===== config.mk =====
export PLATFORM = sky130hd
export DESIGN_NAME = feathered_seam_blend_unit_flat
export DESIGN_NICKNAME = d
export VERILOG_FILES = /design/src/fsb_pkg.sv /design/src/fsb_if.sv /design/src/fsb_classify.sv /design/src/fsb_divider.sv /design/src/fsb_mixer.sv /design/src/feathered_seam_blend_unit.sv /design/src/flat_wrapper.sv
export SDC_FILE = /design/constraint.sdc
export NUM_CORES = 2
export LEC_CHECK = 0
export BUFFER_PORTS_ARGS = -buffer_cell sky130_fd_sc_hd__buf_4
export CAP_MARGIN = 20
export CORE_MARGIN = 5
export CORE_UTILIZATION = 30
export CTS_BUF_LIST = sky130_fd_sc_hd__clkbuf_8
export CTS_CLUSTER_DIAMETER = 150
export CTS_CLUSTER_SIZE = 14
export DETAILED_ROUTE_END_ITERATION = 7
export PLACE_DENSITY_LB_ADDON = 0.12
export SKIP_CTS_REPAIR_TIMING = 1
export SYNTH_ARGS = -nofsm -noshare
export SYNTH_HDL_FRONTEND = slang
export SYNTH_SLANG_ARGS = --single-unit

===== constraint.sdc =====
create_clock -name clk -period 8.7 [get_ports clk]
set_input_delay 0.87 -clock clk [delete_from_list [all_inputs] [get_ports clk]]
set_output_delay 0.87 -clock clk [all_outputs]
set_load 0.01 [all_outputs]

===== src/fsb_pkg.sv =====
// Shared constants, codes and request types for the feathered seam blend unit.
// No dependencies; the design files refer to it by scoped names, the bench files import it.
package fsb_pkg;

    // Field and datapath widths
    localparam int DIM_BITS      = 12;
    localparam int ALPHA_BITS    = 16;
    localparam int PIX_BITS      = 8;
    localparam int FEATHER_BITS  = 8;
    localparam int STATUS_BITS   = 2;
    localparam int CHANNELS      = 3;
    localparam int CFG_IDX_BITS  = 3;
    localparam int CFG_DATA_BITS = DIM_BITS;
    // Strip width S1 + right_width/2 + feather needs one bit over a dimension; two are kept
    localparam int SUM_BITS      = DIM_BITS + 2;
    // Divider: quotient bits retired per pipeline stage
    localparam int DIV_STEP      = 2;
    localparam int DIV_STAGES    = (ALPHA_BITS + DIV_STEP - 1) / DIV_STEP;
    localparam int PROD_BITS     = PIX_BITS + ALPHA_BITS + 1;

    // Channel order inside a pixel
    localparam int CH_RED   = 0;
    localparam int CH_GREEN = 1;
    localparam int CH_BLUE  = 2;

    // Alpha of one in Q1.ALPHA_BITS
    localparam logic [ALPHA_BITS:0] ALPHA_ONE = {1'b1, {ALPHA_BITS{1'b0}}};

    // Register reset values
    localparam logic [DIM_BITS-1:0]     RST_WARPED_WIDTH    = DIM_BITS'(1280);
    localparam logic [DIM_BITS-1:0]     RST_WARPED_HEIGHT   = DIM_BITS'(720);
    localparam logic [DIM_BITS-1:0]     RST_LEFT_WIDTH      = DIM_BITS'(1280);
    localparam logic [DIM_BITS-1:0]     RST_RIGHT_BEGIN_ROW = DIM_BITS'(0);
    localparam logic [DIM_BITS-1:0]     RST_RIGHT_WIDTH     = DIM_BITS'(1280);
    localparam logic [DIM_BITS-1:0]     RST_RIGHT_HEIGHT    = DIM_BITS'(720);
    localparam logic [FEATHER_BITS-1:0] RST_FEATHER         = FEATHER_BITS'(10);

    // Configuration register indexes
    typedef enum logic [CFG_IDX_BITS-1:0] {
        REG_WARPED_WIDTH,
        REG_WARPED_HEIGHT,
        REG_LEFT_WIDTH,
        REG_RIGHT_BEGIN_ROW,
        REG_RIGHT_WIDTH,
        REG_RIGHT_HEIGHT,
        REG_FEATHER
    } cfg_reg_t;

    // Result status codes
    typedef enum logic [STATUS_BITS-1:0] {
        ST_OK      = 2'd0,
        ST_BAD_CFG = 2'd1,
        ST_OUTSIDE = 2'd2
    } status_t;

    // How the final pixel is chosen
    typedef enum logic [1:0] {
        MODE_BLACK,
        MODE_LEFT,
        MODE_RIGHT,
        MODE_BLEND
    } mode_t;

    typedef logic [PIX_BITS-1:0] chan_t;
    typedef chan_t [CHANNELS-1:0] rgb_t;

    // Accepted input request
    typedef struct packed {
        logic [DIM_BITS-1:0] row;
        logic [DIM_BITS-1:0] col;
        rgb_t                left;
        rgb_t                right;
    } pix_in_t;

    // Sideband that rides along the divider
    typedef struct packed {
        mode_t   mode;
        status_t status;
        rgb_t    left;
        rgb_t    right;
    } side_t;

    // Divider request: alpha = (num << ALPHA_BITS) / den
    typedef struct packed {
        logic [DIM_BITS-1:0] num;
        logic [DIM_BITS-1:0] den;
        side_t               side;
    } div_req_t;

    // Mixer request
    typedef struct packed {
        logic [ALPHA_BITS-1:0] alpha;
        side_t                 side;
    } mix_req_t;

    // Finished pixel
    typedef struct packed {
        rgb_t    pix;
        status_t status;
    } result_t;

    // Configuration values precomputed off the request path
    typedef struct packed {
        logic                bad;
        logic [SUM_BITS-1:0] s1;
        logic [SUM_BITS-1:0] total_w;
        logic [DIM_BITS-1:0] total_h;
        logic [DIM_BITS-1:0] band_lo;
        logic [DIM_BITS:0]   band_hi;
        logic                d_pos;
        logic [DIM_BITS-1:0] d;
    } cfg_derived_t;

endpackage


===== src/fsb_if.sv =====
// Valid/ready stream interfaces for the pixel input and result channels.
// Depends on fsb_pkg for field widths.
interface fsb_in_if;
    logic                          valid;
    logic                          ready;
    logic [fsb_pkg::DIM_BITS-1:0]  row;
    logic [fsb_pkg::DIM_BITS-1:0]  col;
    logic [fsb_pkg::PIX_BITS-1:0]  left_red;
    logic [fsb_pkg::PIX_BITS-1:0]  left_green;
    logic [fsb_pkg::PIX_BITS-1:0]  left_blue;
    logic [fsb_pkg::PIX_BITS-1:0]  right_red;
    logic [fsb_pkg::PIX_BITS-1:0]  right_green;
    logic [fsb_pkg::PIX_BITS-1:0]  right_blue;

    modport source (
        output valid, row, col, left_red, left_green, left_blue,
               right_red, right_green, right_blue,
        input  ready
    );
    modport sink (
        input  valid, row, col, left_red, left_green, left_blue,
               right_red, right_green, right_blue,
        output ready
    );
endinterface

interface fsb_out_if;
    logic                            valid;
    logic                            ready;
    logic [fsb_pkg::PIX_BITS-1:0]    out_red;
    logic [fsb_pkg::PIX_BITS-1:0]    out_green;
    logic [fsb_pkg::PIX_BITS-1:0]    out_blue;
    logic [fsb_pkg::STATUS_BITS-1:0] status;

    modport source (
        output valid, out_red, out_green, out_blue, status,
        input  ready
    );
    modport sink (
        input  valid, out_red, out_green, out_blue, status,
        output ready
    );
endinterface


===== src/fsb_classify.sv =====
// Configuration registers and two-stage position classifier.
// Depends on fsb_pkg; feeds the alpha divider with a div_req_t request.
module fsb_classify (
    input  logic                               clk,
    input  logic                               rst_n,
    input  logic                               cfg_wr_en,
    input  logic [fsb_pkg::CFG_IDX_BITS-1:0]   cfg_index,
    input  logic [fsb_pkg::CFG_DATA_BITS-1:0]  cfg_data,
    input  logic                               in_valid,
    output logic                               in_ready,
    input  fsb_pkg::pix_in_t                   in_pix,
    output logic                               out_valid,
    input  logic                               out_ready,
    output fsb_pkg::div_req_t                  out_req
);

    logic [fsb_pkg::DIM_BITS-1:0]     ww_reg;
    logic [fsb_pkg::DIM_BITS-1:0]     wh_reg;
    logic [fsb_pkg::DIM_BITS-1:0]     lw_reg;
    logic [fsb_pkg::DIM_BITS-1:0]     rbr_reg;
    logic [fsb_pkg::DIM_BITS-1:0]     rw_reg;
    logic [fsb_pkg::DIM_BITS-1:0]     rh_reg;
    logic [fsb_pkg::FEATHER_BITS-1:0] feather_reg;

    fsb_pkg::cfg_derived_t cfgd_next;
    fsb_pkg::cfg_derived_t cfgd_reg;
    logic                  cfg_hold_reg;

    logic                          a_valid_reg;
    fsb_pkg::pix_in_t              a_pix_reg;
    logic                          a_outside_reg;
    logic                          a_left_reg;
    logic                          a_band_reg;
    logic [fsb_pkg::SUM_BITS-1:0]  a_c_reg;
    logic                          a_outside_next;
    logic                          a_left_next;
    logic                          a_band_next;
    logic [fsb_pkg::SUM_BITS-1:0]  a_c_next;

    logic                          b_valid_reg;
    fsb_pkg::div_req_t             b_req_reg;
    fsb_pkg::div_req_t             b_req_next;

    logic                          a_ready;
    logic                          b_ready;

    // Register writes
    always_ff @(posedge clk or negedge rst_n)
    begin
        if (!rst_n)
        begin
            ww_reg      <= fsb_pkg::RST_WARPED_WIDTH;
            wh_reg      <= fsb_pkg::RST_WARPED_HEIGHT;
            lw_reg      <= fsb_pkg::RST_LEFT_WIDTH;
            rbr_reg     <= fsb_pkg::RST_RIGHT_BEGIN_ROW;
            rw_reg      <= fsb_pkg::RST_RIGHT_WIDTH;
            rh_reg      <= fsb_pkg::RST_RIGHT_HEIGHT;
            feather_reg <= fsb_pkg::RST_FEATHER;
        end
        else if (cfg_wr_en)
        begin
            unique case (fsb_pkg::cfg_reg_t'(cfg_index))
                fsb_pkg::REG_WARPED_WIDTH:    ww_reg  <= cfg_data[fsb_pkg::DIM_BITS-1:0];
                fsb_pkg::REG_WARPED_HEIGHT:   wh_reg  <= cfg_data[fsb_pkg::DIM_BITS-1:0];
                fsb_pkg::REG_LEFT_WIDTH:      lw_reg  <= cfg_data[fsb_pkg::DIM_BITS-1:0];
                fsb_pkg::REG_RIGHT_BEGIN_ROW: rbr_reg <= cfg_data[fsb_pkg::DIM_BITS-1:0];
                fsb_pkg::REG_RIGHT_WIDTH:     rw_reg  <= cfg_data[fsb_pkg::DIM_BITS-1:0];
                fsb_pkg::REG_RIGHT_HEIGHT:    rh_reg  <= cfg_data[fsb_pkg::DIM_BITS-1:0];
                fsb_pkg::REG_FEATHER:
                    feather_reg <= cfg_data[fsb_pkg::FEATHER_BITS-1:0];
                default: ;
            endcase
        end
    end

    // Hold off requests for the cycle after a write while the geometry settles
    always_ff @(posedge clk or negedge rst_n)
    begin
        if (!rst_n)
        begin
            cfg_hold_reg <= 1'b0;
        end
        else
        begin
            cfg_hold_reg <= cfg_wr_en;
        end
    end

    // Strip geometry, recomputed every cycle from the registers
    always_comb
    begin
        logic [fsb_pkg::DIM_BITS-1:0] half_w;
        half_w          = ww_reg >> 1;
        cfgd_next.bad   = lw_reg < half_w;
        cfgd_next.s1    = fsb_pkg::SUM_BITS'(lw_reg) - fsb_pkg::SUM_BITS'(half_w)
                        + fsb_pkg::SUM_BITS'(feather_reg);
        cfgd_next.total_w = cfgd_next.s1 + fsb_pkg::SUM_BITS'(rw_reg >> 1)
                          + fsb_pkg::SUM_BITS'(feather_reg);
        cfgd_next.total_h = (wh_reg > rh_reg) ? wh_reg : rh_reg;
        cfgd_next.band_lo = rbr_reg;
        cfgd_next.band_hi = (fsb_pkg::DIM_BITS+1)'(rbr_reg)
                          + (fsb_pkg::DIM_BITS+1)'(rh_reg);
        cfgd_next.d_pos   = ww_reg > lw_reg;
        cfgd_next.d       = ww_reg - lw_reg;
    end

    always_ff @(posedge clk)
    begin
        cfgd_reg <= cfgd_next;
    end

    // Handshake chain
    assign b_ready   = !b_valid_reg || out_ready;
    assign a_ready   = !a_valid_reg || b_ready;
    assign in_ready  = a_ready && !cfg_hold_reg;
    assign out_valid = b_valid_reg;
    assign out_req   = b_req_reg;

    // Stage A: position compares
    always_comb
    begin
        a_outside_next = (in_pix.row >= cfgd_reg.total_h)
                      || (fsb_pkg::SUM_BITS'(in_pix.col) >= cfgd_reg.total_w);
        a_left_next    = fsb_pkg::SUM_BITS'(in_pix.col) < cfgd_reg.s1;
        a_band_next    = (in_pix.row >= cfgd_reg.band_lo)
                      && ((fsb_pkg::DIM_BITS+1)'(in_pix.row) < cfgd_reg.band_hi);
        a_c_next       = fsb_pkg::SUM_BITS'(in_pix.col) - cfgd_reg.s1;
    end

    always_ff @(posedge clk or negedge rst_n)
    begin
        if (!rst_n)
        begin
            a_valid_reg <= 1'b0;
        end
        else if (a_ready)
        begin
            a_valid_reg <= in_valid && !cfg_hold_reg;
        end
    end

    always_ff @(posedge clk)
    begin
        if (in_ready && in_valid)
        begin
            a_pix_reg     <= in_pix;
            a_outside_reg <= a_outside_next;
            a_left_reg    <= a_left_next;
            a_band_reg    <= a_band_next;
            a_c_reg       <= a_c_next;
        end
    end

    // Stage B: pick the pixel source and status
    always_comb
    begin
        logic in_seam;
        in_seam = cfgd_reg.d_pos && (a_c_reg < fsb_pkg::SUM_BITS'(cfgd_reg.d));

        b_req_next.num        = a_c_reg[fsb_pkg::DIM_BITS-1:0];
        b_req_next.den        = cfgd_reg.d;
        b_req_next.side.left  = a_pix_reg.left;
        b_req_next.side.right = a_pix_reg.right;
        b_req_next.side.status = fsb_pkg::ST_OK;
        b_req_next.side.mode   = fsb_pkg::MODE_BLACK;

        priority if (cfgd_reg.bad)
        begin
            b_req_next.side.status = fsb_pkg::ST_BAD_CFG;
        end
        else if (a_outside_reg)
        begin
            b_req_next.side.status = fsb_pkg::ST_OUTSIDE;
        end
        else if (a_left_reg)
        begin
            b_req_next.side.mode = fsb_pkg::MODE_LEFT;
        end
        else if (!a_band_reg)
        begin
            b_req_next.side.mode = in_seam ? fsb_pkg::MODE_LEFT : fsb_pkg::MODE_BLACK;
        end
        else if (in_seam)
        begin
            // empty left red passes the right pixel
            b_req_next.side.mode = (a_pix_reg.left[fsb_pkg::CH_RED] == '0)
                                 ? fsb_pkg::MODE_RIGHT : fsb_pkg::MODE_BLEND;
        end
        else
        begin
            b_req_next.side.mode = fsb_pkg::MODE_RIGHT;
        end
    end

    always_ff @(posedge clk or negedge rst_n)
    begin
        if (!rst_n)
        begin
            b_valid_reg <= 1'b0;
        end
        else if (b_ready)
        begin
            b_valid_reg <= a_valid_reg;
        end
    end

    always_ff @(posedge clk)
    begin
        if (b_ready && a_valid_reg)
        begin
            b_req_reg <= b_req_next;
        end
    end

    // A blend request always has a nonzero divisor above the numerator
    assert property (@(posedge clk) disable iff (!rst_n)
        b_valid_reg && (b_req_reg.side.mode == fsb_pkg::MODE_BLEND)
        |-> (b_req_reg.den != '0) && (b_req_reg.num < b_req_reg.den)
            && (b_req_reg.side.status == fsb_pkg::ST_OK))
    else $error("blend request with unusable divisor");

    // Error status only ever comes with a black pixel
    assert property (@(posedge clk) disable iff (!rst_n)
        b_valid_reg && (b_req_reg.side.status != fsb_pkg::ST_OK)
        |-> (b_req_reg.side.mode == fsb_pkg::MODE_BLACK))
    else $error("error status without black pixel");

endmodule


===== src/fsb_divider.sv =====
// Pipelined restoring divider that turns c / D into a Q0.ALPHA_BITS alpha.
// Depends on fsb_pkg; DIV_STEP quotient bits per stage, sideband rides along.
module fsb_divider (
    input  logic               clk,
    input  logic               rst_n,
    input  logic               in_valid,
    output logic               in_ready,
    input  fsb_pkg::div_req_t  in_req,
    output logic               out_valid,
    input  logic               out_ready,
    output fsb_pkg::mix_req_t  out_req
);

    localparam int LAST = fsb_pkg::DIV_STAGES - 1;

    logic [fsb_pkg::DIV_STAGES-1:0] valid_reg;
    logic [fsb_pkg::DIM_BITS-1:0]   rem_reg  [fsb_pkg::DIV_STAGES];
    logic [fsb_pkg::ALPHA_BITS-1:0] quo_reg  [fsb_pkg::DIV_STAGES];
    logic [fsb_pkg::DIM_BITS-1:0]   den_reg  [fsb_pkg::DIV_STAGES];
    fsb_pkg::side_t                 side_reg [fsb_pkg::DIV_STAGES];

    logic [fsb_pkg::DIM_BITS-1:0]   rem_next [fsb_pkg::DIV_STAGES];
    logic [fsb_pkg::ALPHA_BITS-1:0] quo_next [fsb_pkg::DIV_STAGES];

    logic [fsb_pkg::DIV_STAGES-1:0] src_valid;
    logic [fsb_pkg::DIM_BITS-1:0]   src_rem  [fsb_pkg::DIV_STAGES];
    logic [fsb_pkg::ALPHA_BITS-1:0] src_quo  [fsb_pkg::DIV_STAGES];
    logic [fsb_pkg::DIM_BITS-1:0]   src_den  [fsb_pkg::DIV_STAGES];
    fsb_pkg::side_t                 src_side [fsb_pkg::DIV_STAGES];

    logic [fsb_pkg::DIV_STAGES:0]   stage_ready;

    assign stage_ready[fsb_pkg::DIV_STAGES] = out_ready;
    assign in_ready = stage_ready[0];

    for (genvar s = 0; s < fsb_pkg::DIV_STAGES; s++)
    begin : g_stage
        // Stage input: the request port or the previous stage
        if (s == 0)
        begin : g_first
            assign src_valid[s] = in_valid;
            assign src_rem[s]   = in_req.num;
            assign src_quo[s]   = '0;
            assign src_den[s]   = in_req.den;
            assign src_side[s]  = in_req.side;
        end
        else
        begin : g_rest
            assign src_valid[s] = valid_reg[s-1];
            assign src_rem[s]   = rem_reg[s-1];
            assign src_quo[s]   = quo_reg[s-1];
            assign src_den[s]   = den_reg[s-1];
            assign src_side[s]  = side_reg[s-1];
        end

        assign stage_ready[s] = !valid_reg[s] || stage_ready[s+1];

        // Shift-compare-subtract, DIV_STEP times
        always_comb
        begin
            logic [fsb_pkg::DIM_BITS:0]     wide;
            logic [fsb_pkg::DIM_BITS-1:0]   rem;
            logic [fsb_pkg::ALPHA_BITS-1:0] quo;
            logic                           qbit;
            wide = '0;
            qbit = 1'b0;
            rem  = src_rem[s];
            quo  = src_quo[s];
            for (int k = 0; k < fsb_pkg::DIV_STEP; k++)
            begin
                if (s * fsb_pkg::DIV_STEP + k < fsb_pkg::ALPHA_BITS)
                begin
                    wide = {rem, 1'b0};
                    qbit = wide >= {1'b0, src_den[s]};
                    if (qbit)
                    begin
                        wide = wide - {1'b0, src_den[s]};
                    end
                    rem = wide[fsb_pkg::DIM_BITS-1:0];
                    quo = {quo[fsb_pkg::ALPHA_BITS-2:0], qbit};
                end
            end
            rem_next[s] = rem;
            quo_next[s] = quo;
        end

        always_ff @(posedge clk or negedge rst_n)
        begin
            if (!rst_n)
            begin
                valid_reg[s] <= 1'b0;
            end
            else if (stage_ready[s])
            begin
                valid_reg[s] <= src_valid[s];
            end
        end

        always_ff @(posedge clk)
        begin
            if (stage_ready[s] && src_valid[s])
            begin
                rem_reg[s]  <= rem_next[s];
                quo_reg[s]  <= quo_next[s];
                den_reg[s]  <= src_den[s];
                side_reg[s] <= src_side[s];
            end
        end
    end

    assign out_valid     = valid_reg[LAST];
    assign out_req.alpha = quo_reg[LAST];
    assign out_req.side  = side_reg[LAST];

    // Finished blend division leaves a remainder below the divisor
    assert property (@(posedge clk) disable iff (!rst_n)
        valid_reg[LAST] && (side_reg[LAST].mode == fsb_pkg::MODE_BLEND)
        |-> (rem_reg[LAST] < den_reg[LAST]))
    else $error("divider remainder not reduced");

endmodule


===== src/fsb_mixer.sv =====
// Two-stage alpha mixer: per-channel products, then sum and source select.
// Depends on fsb_pkg; its second stage is the block's output register.
module fsb_mixer (
    input  logic               clk,
    input  logic               rst_n,
    input  logic               in_valid,
    output logic               in_ready,
    input  fsb_pkg::mix_req_t  in_req,
    output logic               out_valid,
    input  logic               out_ready,
    output fsb_pkg::result_t   out_res
);

    logic                          p_valid_reg;
    fsb_pkg::side_t                p_side_reg;
    logic [fsb_pkg::PROD_BITS-1:0] pl_reg [fsb_pkg::CHANNELS];
    logic [fsb_pkg::PROD_BITS-1:0] pr_reg [fsb_pkg::CHANNELS];
    logic [fsb_pkg::PROD_BITS-1:0] pl_next [fsb_pkg::CHANNELS];
    logic [fsb_pkg::PROD_BITS-1:0] pr_next [fsb_pkg::CHANNELS];
    logic [fsb_pkg::ALPHA_BITS:0]  one_minus_a;

    logic                          o_valid_reg;
    fsb_pkg::result_t              o_res_reg;
    fsb_pkg::result_t              o_res_next;

    logic                          p_ready;
    logic                          o_ready;

    assign o_ready   = !o_valid_reg || out_ready;
    assign p_ready   = !p_valid_reg || o_ready;
    assign in_ready  = p_ready;
    assign out_valid = o_valid_reg;
    assign out_res   = o_res_reg;

    // Stage P: weight each channel
    assign one_minus_a = fsb_pkg::ALPHA_ONE - (fsb_pkg::ALPHA_BITS+1)'(in_req.alpha);

    always_comb
    begin
        for (int ch = 0; ch < fsb_pkg::CHANNELS; ch++)
        begin
            pl_next[ch] = fsb_pkg::PROD_BITS'(in_req.side.left[ch])
                        * fsb_pkg::PROD_BITS'(one_minus_a);
            pr_next[ch] = fsb_pkg::PROD_BITS'(in_req.side.right[ch])
                        * fsb_pkg::PROD_BITS'(in_req.alpha);
        end
    end

    always_ff @(posedge clk or negedge rst_n)
    begin
        if (!rst_n)
        begin
            p_valid_reg <= 1'b0;
        end
        else if (p_ready)
        begin
            p_valid_reg <= in_valid;
        end
    end

    always_ff @(posedge clk)
    begin
        if (p_ready && in_valid)
        begin
            p_side_reg <= in_req.side;
            for (int ch = 0; ch < fsb_pkg::CHANNELS; ch++)
            begin
                pl_reg[ch] <= pl_next[ch];
                pr_reg[ch] <= pr_next[ch];
            end
        end
    end

    // Stage O: sum, drop the fraction, select the source
    always_comb
    begin
        logic [fsb_pkg::PROD_BITS-1:0] sum;
        fsb_pkg::rgb_t                 blend;
        sum = '0;
        for (int ch = 0; ch < fsb_pkg::CHANNELS; ch++)
        begin
            sum       = pl_reg[ch] + pr_reg[ch];
            blend[ch] = sum[fsb_pkg::ALPHA_BITS +: fsb_pkg::PIX_BITS];
        end
        o_res_next.status = p_side_reg.status;
        unique case (p_side_reg.mode)
            fsb_pkg::MODE_BLACK: o_res_next.pix = '0;
            fsb_pkg::MODE_LEFT:  o_res_next.pix = p_side_reg.left;
            fsb_pkg::MODE_RIGHT: o_res_next.pix = p_side_reg.right;
            fsb_pkg::MODE_BLEND: o_res_next.pix = blend;
            default:             o_res_next.pix = '0;
        endcase
    end

    always_ff @(posedge clk or negedge rst_n)
    begin
        if (!rst_n)
        begin
            o_valid_reg <= 1'b0;
        end
        else if (o_ready)
        begin
            o_valid_reg <= p_valid_reg;
        end
    end

    always_ff @(posedge clk)
    begin
        if (o_ready && p_valid_reg)
        begin
            o_res_reg <= o_res_next;
        end
    end

    // Any error result leaves as a black pixel
    assert property (@(posedge clk) disable iff (!rst_n)
        o_valid_reg && (o_res_reg.status != fsb_pkg::ST_OK)
        |-> (o_res_reg.pix == '0))
    else $error("error result with non-black pixel");

endmodule


===== src/feathered_seam_blend_unit.sv =====
// Top level of the feathered seam blend unit: classifier, divider, mixer.
// Depends on fsb_pkg, fsb_if, fsb_classify, fsb_divider and fsb_mixer.
//
// Composites one pixel of a stitched strip per request. pixel_in carries the
// output row and column with the warped-left and aligned-right pixels;
// pixel_out returns the composited pixel and a status code. Both channels
// are valid/ready: a request moves on a clock edge with valid and ready high.
// Geometry registers are written through cfg_wr_en / cfg_index / cfg_data,
// one per cycle, while no requests are in flight; indexes past the feather
// register are ignored. pixel_in.ready is low for the cycle after each write.
// Twelve register stages: two classify stages, eight divider stages (two
// quotient bits each for the 16-bit alpha) and two mixer stages.
// A result leaves from the mixer's output register. Throughput is one pixel
// per clock while pixel_out.ready is high and no write holds off requests.
// rst_n (asynchronous, active low) empties the pipeline and loads the
// default 1280x720 geometry with a feather of 10.
// When the receiver stalls, each stage holds its request; empty stages
// upstream keep filling, so pixel_in.ready stays high until the pipe is full.
module feathered_seam_blend_unit (
    input  logic                               clk,
    input  logic                               rst_n,
    input  logic                               cfg_wr_en,
    input  logic [fsb_pkg::CFG_IDX_BITS-1:0]   cfg_index,
    input  logic [fsb_pkg::CFG_DATA_BITS-1:0]  cfg_data,
    fsb_in_if.sink                             pixel_in,
    fsb_out_if.source                          pixel_out
);

    fsb_pkg::pix_in_t  in_pix;
    fsb_pkg::div_req_t div_req;
    fsb_pkg::mix_req_t mix_req;
    fsb_pkg::result_t  res;
    logic              div_valid;
    logic              div_ready;
    logic              mix_valid;
    logic              mix_ready;

    // Pack the input request
    always_comb
    begin
        in_pix.row                    = pixel_in.row;
        in_pix.col                    = pixel_in.col;
        in_pix.left[fsb_pkg::CH_RED]    = pixel_in.left_red;
        in_pix.left[fsb_pkg::CH_GREEN]  = pixel_in.left_green;
        in_pix.left[fsb_pkg::CH_BLUE]   = pixel_in.left_blue;
        in_pix.right[fsb_pkg::CH_RED]   = pixel_in.right_red;
        in_pix.right[fsb_pkg::CH_GREEN] = pixel_in.right_green;
        in_pix.right[fsb_pkg::CH_BLUE]  = pixel_in.right_blue;
    end

    fsb_classify u_classify (
        .clk       (clk),
        .rst_n     (rst_n),
        .cfg_wr_en (cfg_wr_en),
        .cfg_index (cfg_index),
        .cfg_data  (cfg_data),
        .in_valid  (pixel_in.valid),
        .in_ready  (pixel_in.ready),
        .in_pix    (in_pix),
        .out_valid (div_valid),
        .out_ready (div_ready),
        .out_req   (div_req)
    );

    fsb_divider u_divider (
        .clk       (clk),
        .rst_n     (rst_n),
        .in_valid  (div_valid),
        .in_ready  (div_ready),
        .in_req    (div_req),
        .out_valid (mix_valid),
        .out_ready (mix_ready),
        .out_req   (mix_req)
    );

    fsb_mixer u_mixer (
        .clk       (clk),
        .rst_n     (rst_n),
        .in_valid  (mix_valid),
        .in_ready  (mix_ready),
        .in_req    (mix_req),
        .out_valid (pixel_out.valid),
        .out_ready (pixel_out.ready),
        .out_res   (res)
    );

    // Unpack the result
    assign pixel_out.out_red   = res.pix[fsb_pkg::CH_RED];
    assign pixel_out.out_green = res.pix[fsb_pkg::CH_GREEN];
    assign pixel_out.out_blue  = res.pix[fsb_pkg::CH_BLUE];
    assign pixel_out.status    = res.status;

endmodule


===== src/flat_wrapper.sv =====
// flat-port wrapper written by rule: the top's interface ports become plain ports
module feathered_seam_blend_unit_flat 
  (clk, rst_n, cfg_wr_en, cfg_index, cfg_data, pixel_in_valid, pixel_in_row, pixel_in_col, pixel_in_left_red, pixel_in_left_green, pixel_in_left_blue, pixel_in_right_red, pixel_in_right_green, pixel_in_right_blue, pixel_in_ready, pixel_out_valid, pixel_out_out_red, pixel_out_out_green, pixel_out_out_blue, pixel_out_status, pixel_out_ready);
  fsb_in_if pixel_in_i ();
  fsb_out_if pixel_out_i ();
  input  logic clk;
  input  logic rst_n;
  input  logic cfg_wr_en;
  input  logic [fsb_pkg::CFG_IDX_BITS-1:0] cfg_index;
  input  logic [fsb_pkg::CFG_DATA_BITS-1:0] cfg_data;
  input wire logic [$bits(pixel_in_i.valid)-1:0] pixel_in_valid;
  input wire logic [$bits(pixel_in_i.row)-1:0] pixel_in_row;
  input wire logic [$bits(pixel_in_i.col)-1:0] pixel_in_col;
  input wire logic [$bits(pixel_in_i.left_red)-1:0] pixel_in_left_red;
  input wire logic [$bits(pixel_in_i.left_green)-1:0] pixel_in_left_green;
  input wire logic [$bits(pixel_in_i.left_blue)-1:0] pixel_in_left_blue;
  input wire logic [$bits(pixel_in_i.right_red)-1:0] pixel_in_right_red;
  input wire logic [$bits(pixel_in_i.right_green)-1:0] pixel_in_right_green;
  input wire logic [$bits(pixel_in_i.right_blue)-1:0] pixel_in_right_blue;
  output wire logic [$bits(pixel_in_i.ready)-1:0] pixel_in_ready;
  output wire logic [$bits(pixel_out_i.valid)-1:0] pixel_out_valid;
  output wire logic [$bits(pixel_out_i.out_red)-1:0] pixel_out_out_red;
  output wire logic [$bits(pixel_out_i.out_green)-1:0] pixel_out_out_green;
  output wire logic [$bits(pixel_out_i.out_blue)-1:0] pixel_out_out_blue;
  output wire logic [$bits(pixel_out_i.status)-1:0] pixel_out_status;
  input wire logic [$bits(pixel_out_i.ready)-1:0] pixel_out_ready;
  assign pixel_in_i.valid = pixel_in_valid;
  assign pixel_in_i.row = pixel_in_row;
  assign pixel_in_i.col = pixel_in_col;
  assign pixel_in_i.left_red = pixel_in_left_red;
  assign pixel_in_i.left_green = pixel_in_left_green;
  assign pixel_in_i.left_blue = pixel_in_left_blue;
  assign pixel_in_i.right_red = pixel_in_right_red;
  assign pixel_in_i.right_green = pixel_in_right_green;
  assign pixel_in_i.right_blue = pixel_in_right_blue;
  assign pixel_in_ready = pixel_in_i.ready;
  assign pixel_out_valid = pixel_out_i.valid;
  assign pixel_out_out_red = pixel_out_i.out_red;
  assign pixel_out_out_green = pixel_out_i.out_green;
  assign pixel_out_out_blue = pixel_out_i.out_blue;
  assign pixel_out_status = pixel_out_i.status;
  assign pixel_out_i.ready = pixel_out_ready;
  feathered_seam_blend_unit u_core (.clk(clk), .rst_n(rst_n), .cfg_wr_en(cfg_wr_en), .cfg_index(cfg_index), .cfg_data(cfg_data), .pixel_in(pixel_in_i), .pixel_out(pixel_out_i));
endmodule

==> run metrics <==
CTS tree done; DR WL/cell 18.6 um; Final period util 82.3%; # port buffers 119; CTS sink cnt around 1200; Avg Cell Area, Syn 11.8 sq um; most frequent cells in the layout edfxtp_1 (1019), inv_1 (903), ha_1 (651); Critical Path RT between 9000 and 10000 ps; CTS root buf clkbuf_8; reg2reg end u_core.u_mixer.pl_reg[0][47]; Post-synth EDFFs 1019; Filler cells about 26000; Switching Share 41.2%; RSZ-0062 raised after global routing no; Max Cap Viol 0; Pint 16200 uW; max reg flops 416; Post-DP HPWL 143000 um; Die X 517 um; Clock power frac 10.9%; vias per cell between 4 and 5; critical path type reg2reg; Syn Nets roughly 7800; R2R depth 24; hold path cells 1; DRT Pass-1 Iters 5; most common cell after layout, fill and taps aside edfxtp_1; initial DRC count 2233; Seq/Total Area, Yosys 44.8%; minimum clock period roughly 7200 ps; maximum net fanout on the critical path 16; fmax 140 MHz; Synth Instances 6556; GPL Wtd Cong 0.797; Core Rows 186; # DRC 0; Min-Delay Path Class in2reg; Final Hold Fails 0; initial antenna violation count 14; count of final setup violators 0; sw power 11400 uW; clock skew 69.0 ps; total negative setup slack 0 ps; Unique masters post-synth between 90 and 100; global route total overflow 0; Mapped Area 0.0771 sq mm; DIE AREA 0.267 sq mm; Initial Utilization 30.1%; relative slew slack 25.6%; via count 46394; flop2flop setup slack 1540 ps; largest net degree at the start of global routing about 150; Layout area overhead 8.86%; Pwr Total 27600 uW; I/O pins 120; WL final approximately 190000 um; Worst Hold End u_core.u_classify.cfg_hold_reg; total core area 0.256 sq mm; share of cells above drive strength 1 8.26%; run status finished clean; CP endpoint kind register; CP Data Arrival Time a little under 8000 ps; Final Slew Violations 0; hold_sp cfg_wr_en; All-Layer GR Usage 14.3%; critical path launch point type register; Synthesis Warnings 0; #FFs+latches synth 1190; Final ANT Viol Nets 0; worst vdd ir 0.159 mV; clk slew on worst S/H paths around 100 ps; Nets 7954; power share of the sequential group approximately 31%; CTS max path bufs 3; R2R Path Start u_core.u_divider.quo_reg[1][49]; PwrDens around 330 mW/mm^2; clk_lat worst skew between 800 and 900 ps; leak pwr 0.0349 uW; asr flop ratio synth around 7.7%; number of global-route vias before repair 50000; Chip Height 517 um; first-pass GRT wire length slightly below 300000 um; Top FF cell, synth edfxtp_1; CTS H-Tree Depth 3; Comb pwr share 58.1%; worst slew pin tran 1120 ps; TritonCTS Buffers 96
## metrics by stage
| step | hold WS, ps | cell area (sq um) | utilization [%] | worst slack [ps] | instances |
|---|---|---|---|---|---|
| after global routing | 69.6 | 83900 | 32.7 | 1150 | 10116 |
| final | 174 | 83900 | 32.7 | 1540 | 10118 |
| after CTS | -134 | 83800 | 32.7 | 1510 | 10111 |
| after global placement | 391 | 82200 | 32.1 | 1590 | 9954 |
| after detailed placement | 391 | 82200 | 32.1 | 1520 | 9954 |
| after floorplan | 366 | 77100 | - | 1830 | 6556 |
## layout make-up
type	count	area, sq um	area share [%]
multi-input cells	4338	38900	46.3
flip-flops and latches	1190	34500	41.1
well taps	3384	4230	5.05
inverters	858	3220	3.84
repair buffers	187	1460	1.74
clock buffers	96	1320	1.57
clock inverters	61	300	0.358
diodes	4	10.0	0.0119
## routing by layer
metal,part of all wire [%],track usage (%)
met4,2.0,3.15
met2,48,24.8
met5,0,0
met1,47,19.3
met3,2.8,1.44
## how the worst max path moves through the flow
stage	startpoint	end	slack, ps	cells after the start
global placement	u_core.u_divider.quo_reg[1][49]	u_core.u_mixer.pl_reg[0][48]	1590	23
CTS	u_core.u_divider.quo_reg[1][49]	u_core.u_mixer.pl_reg[0][47]	1510	24
finish	u_core.u_divider.quo_reg[1][49]	u_core.u_mixer.pl_reg[0][47]	1540	24
global route	u_core.u_divider.quo_reg[1][49]	u_core.u_mixer.pl_reg[0][47]	1150	24
detailed placement	u_core.u_divider.quo_reg[1][49]	u_core.u_mixer.pl_reg[0][47]	1520	24
floorplan	pixel_out_ready	u_core.u_classify.a_band_reg	1830	8
## cell families after synthesis
kind of cell	synth area share, %
AOI/OAI and AO/OA	7.90
xor gates and xnor gates	3.63
adders and majority gates	24.6
buffers and inverters	5.06
DFF	44.8
muxes	2.73
and+or+nand+nor	11.3
## Yosys cell counts, types with 80 or more instances
| library cell | n | area share [%] |
|---|---|---|
| nand2_1 | 511 | 2.5 |
| ha_1 | 651 | 11 |
| a21oi_1 | 245 | 1.6 |
| xnor2_1 | 242 | 2.7 |
| inv_1 | 853 | 4.2 |
| nor3_1 | 95 | 0.62 |
| mux2_2 | 165 | 2.4 |
| fa_1 | 540 | 14 |
| nor2_1 | 229 | 1.1 |
| o21ai_0 | 202 | 1.3 |
| edfxtp_1 | 1019 | 40 |
| and2_1 | 531 | 4.3 |
| clkbuf_1 | 142 | 0.69 |
| a21o_1 | 109 | 1.1 |
| nor2b_1 | 80 | 0.65 |
## power groups by stage
stage / clock [uW] / combinational, uW / sequential, uW
after floorplan: 0 / 12500 / 8380
after CTS: 3240 / 16400 / 8600
after global placement: 0 / 16100 / 8720
final: 3000 / 16100 / 8560
after global routing: 3440 / 18300 / 8660
after detailed placement: 0 / 16200 / 8720
## worst max-delay path, cell delays in order (launching register included)
cell	delay (ps)
edfxtp_1	560
inv_1	120
ha_1	230
or3b_4	440
or4_4	510
nor2_1	190
xnor2_2	240
buf_4	330
and2_1	180
fa_1	440
fa_1	480
fa_1	560
inv_1	60
fa_1	540
inv_1	40
ha_1	330
o21a_1	180
nor2_1	200
nor2b_1	100
o221ai_1	180
a31oi_1	90
o21a_1	220
o21a_1	190
o41ai_1	410
xnor2_1	110
(Power assumes the default switching activity.)
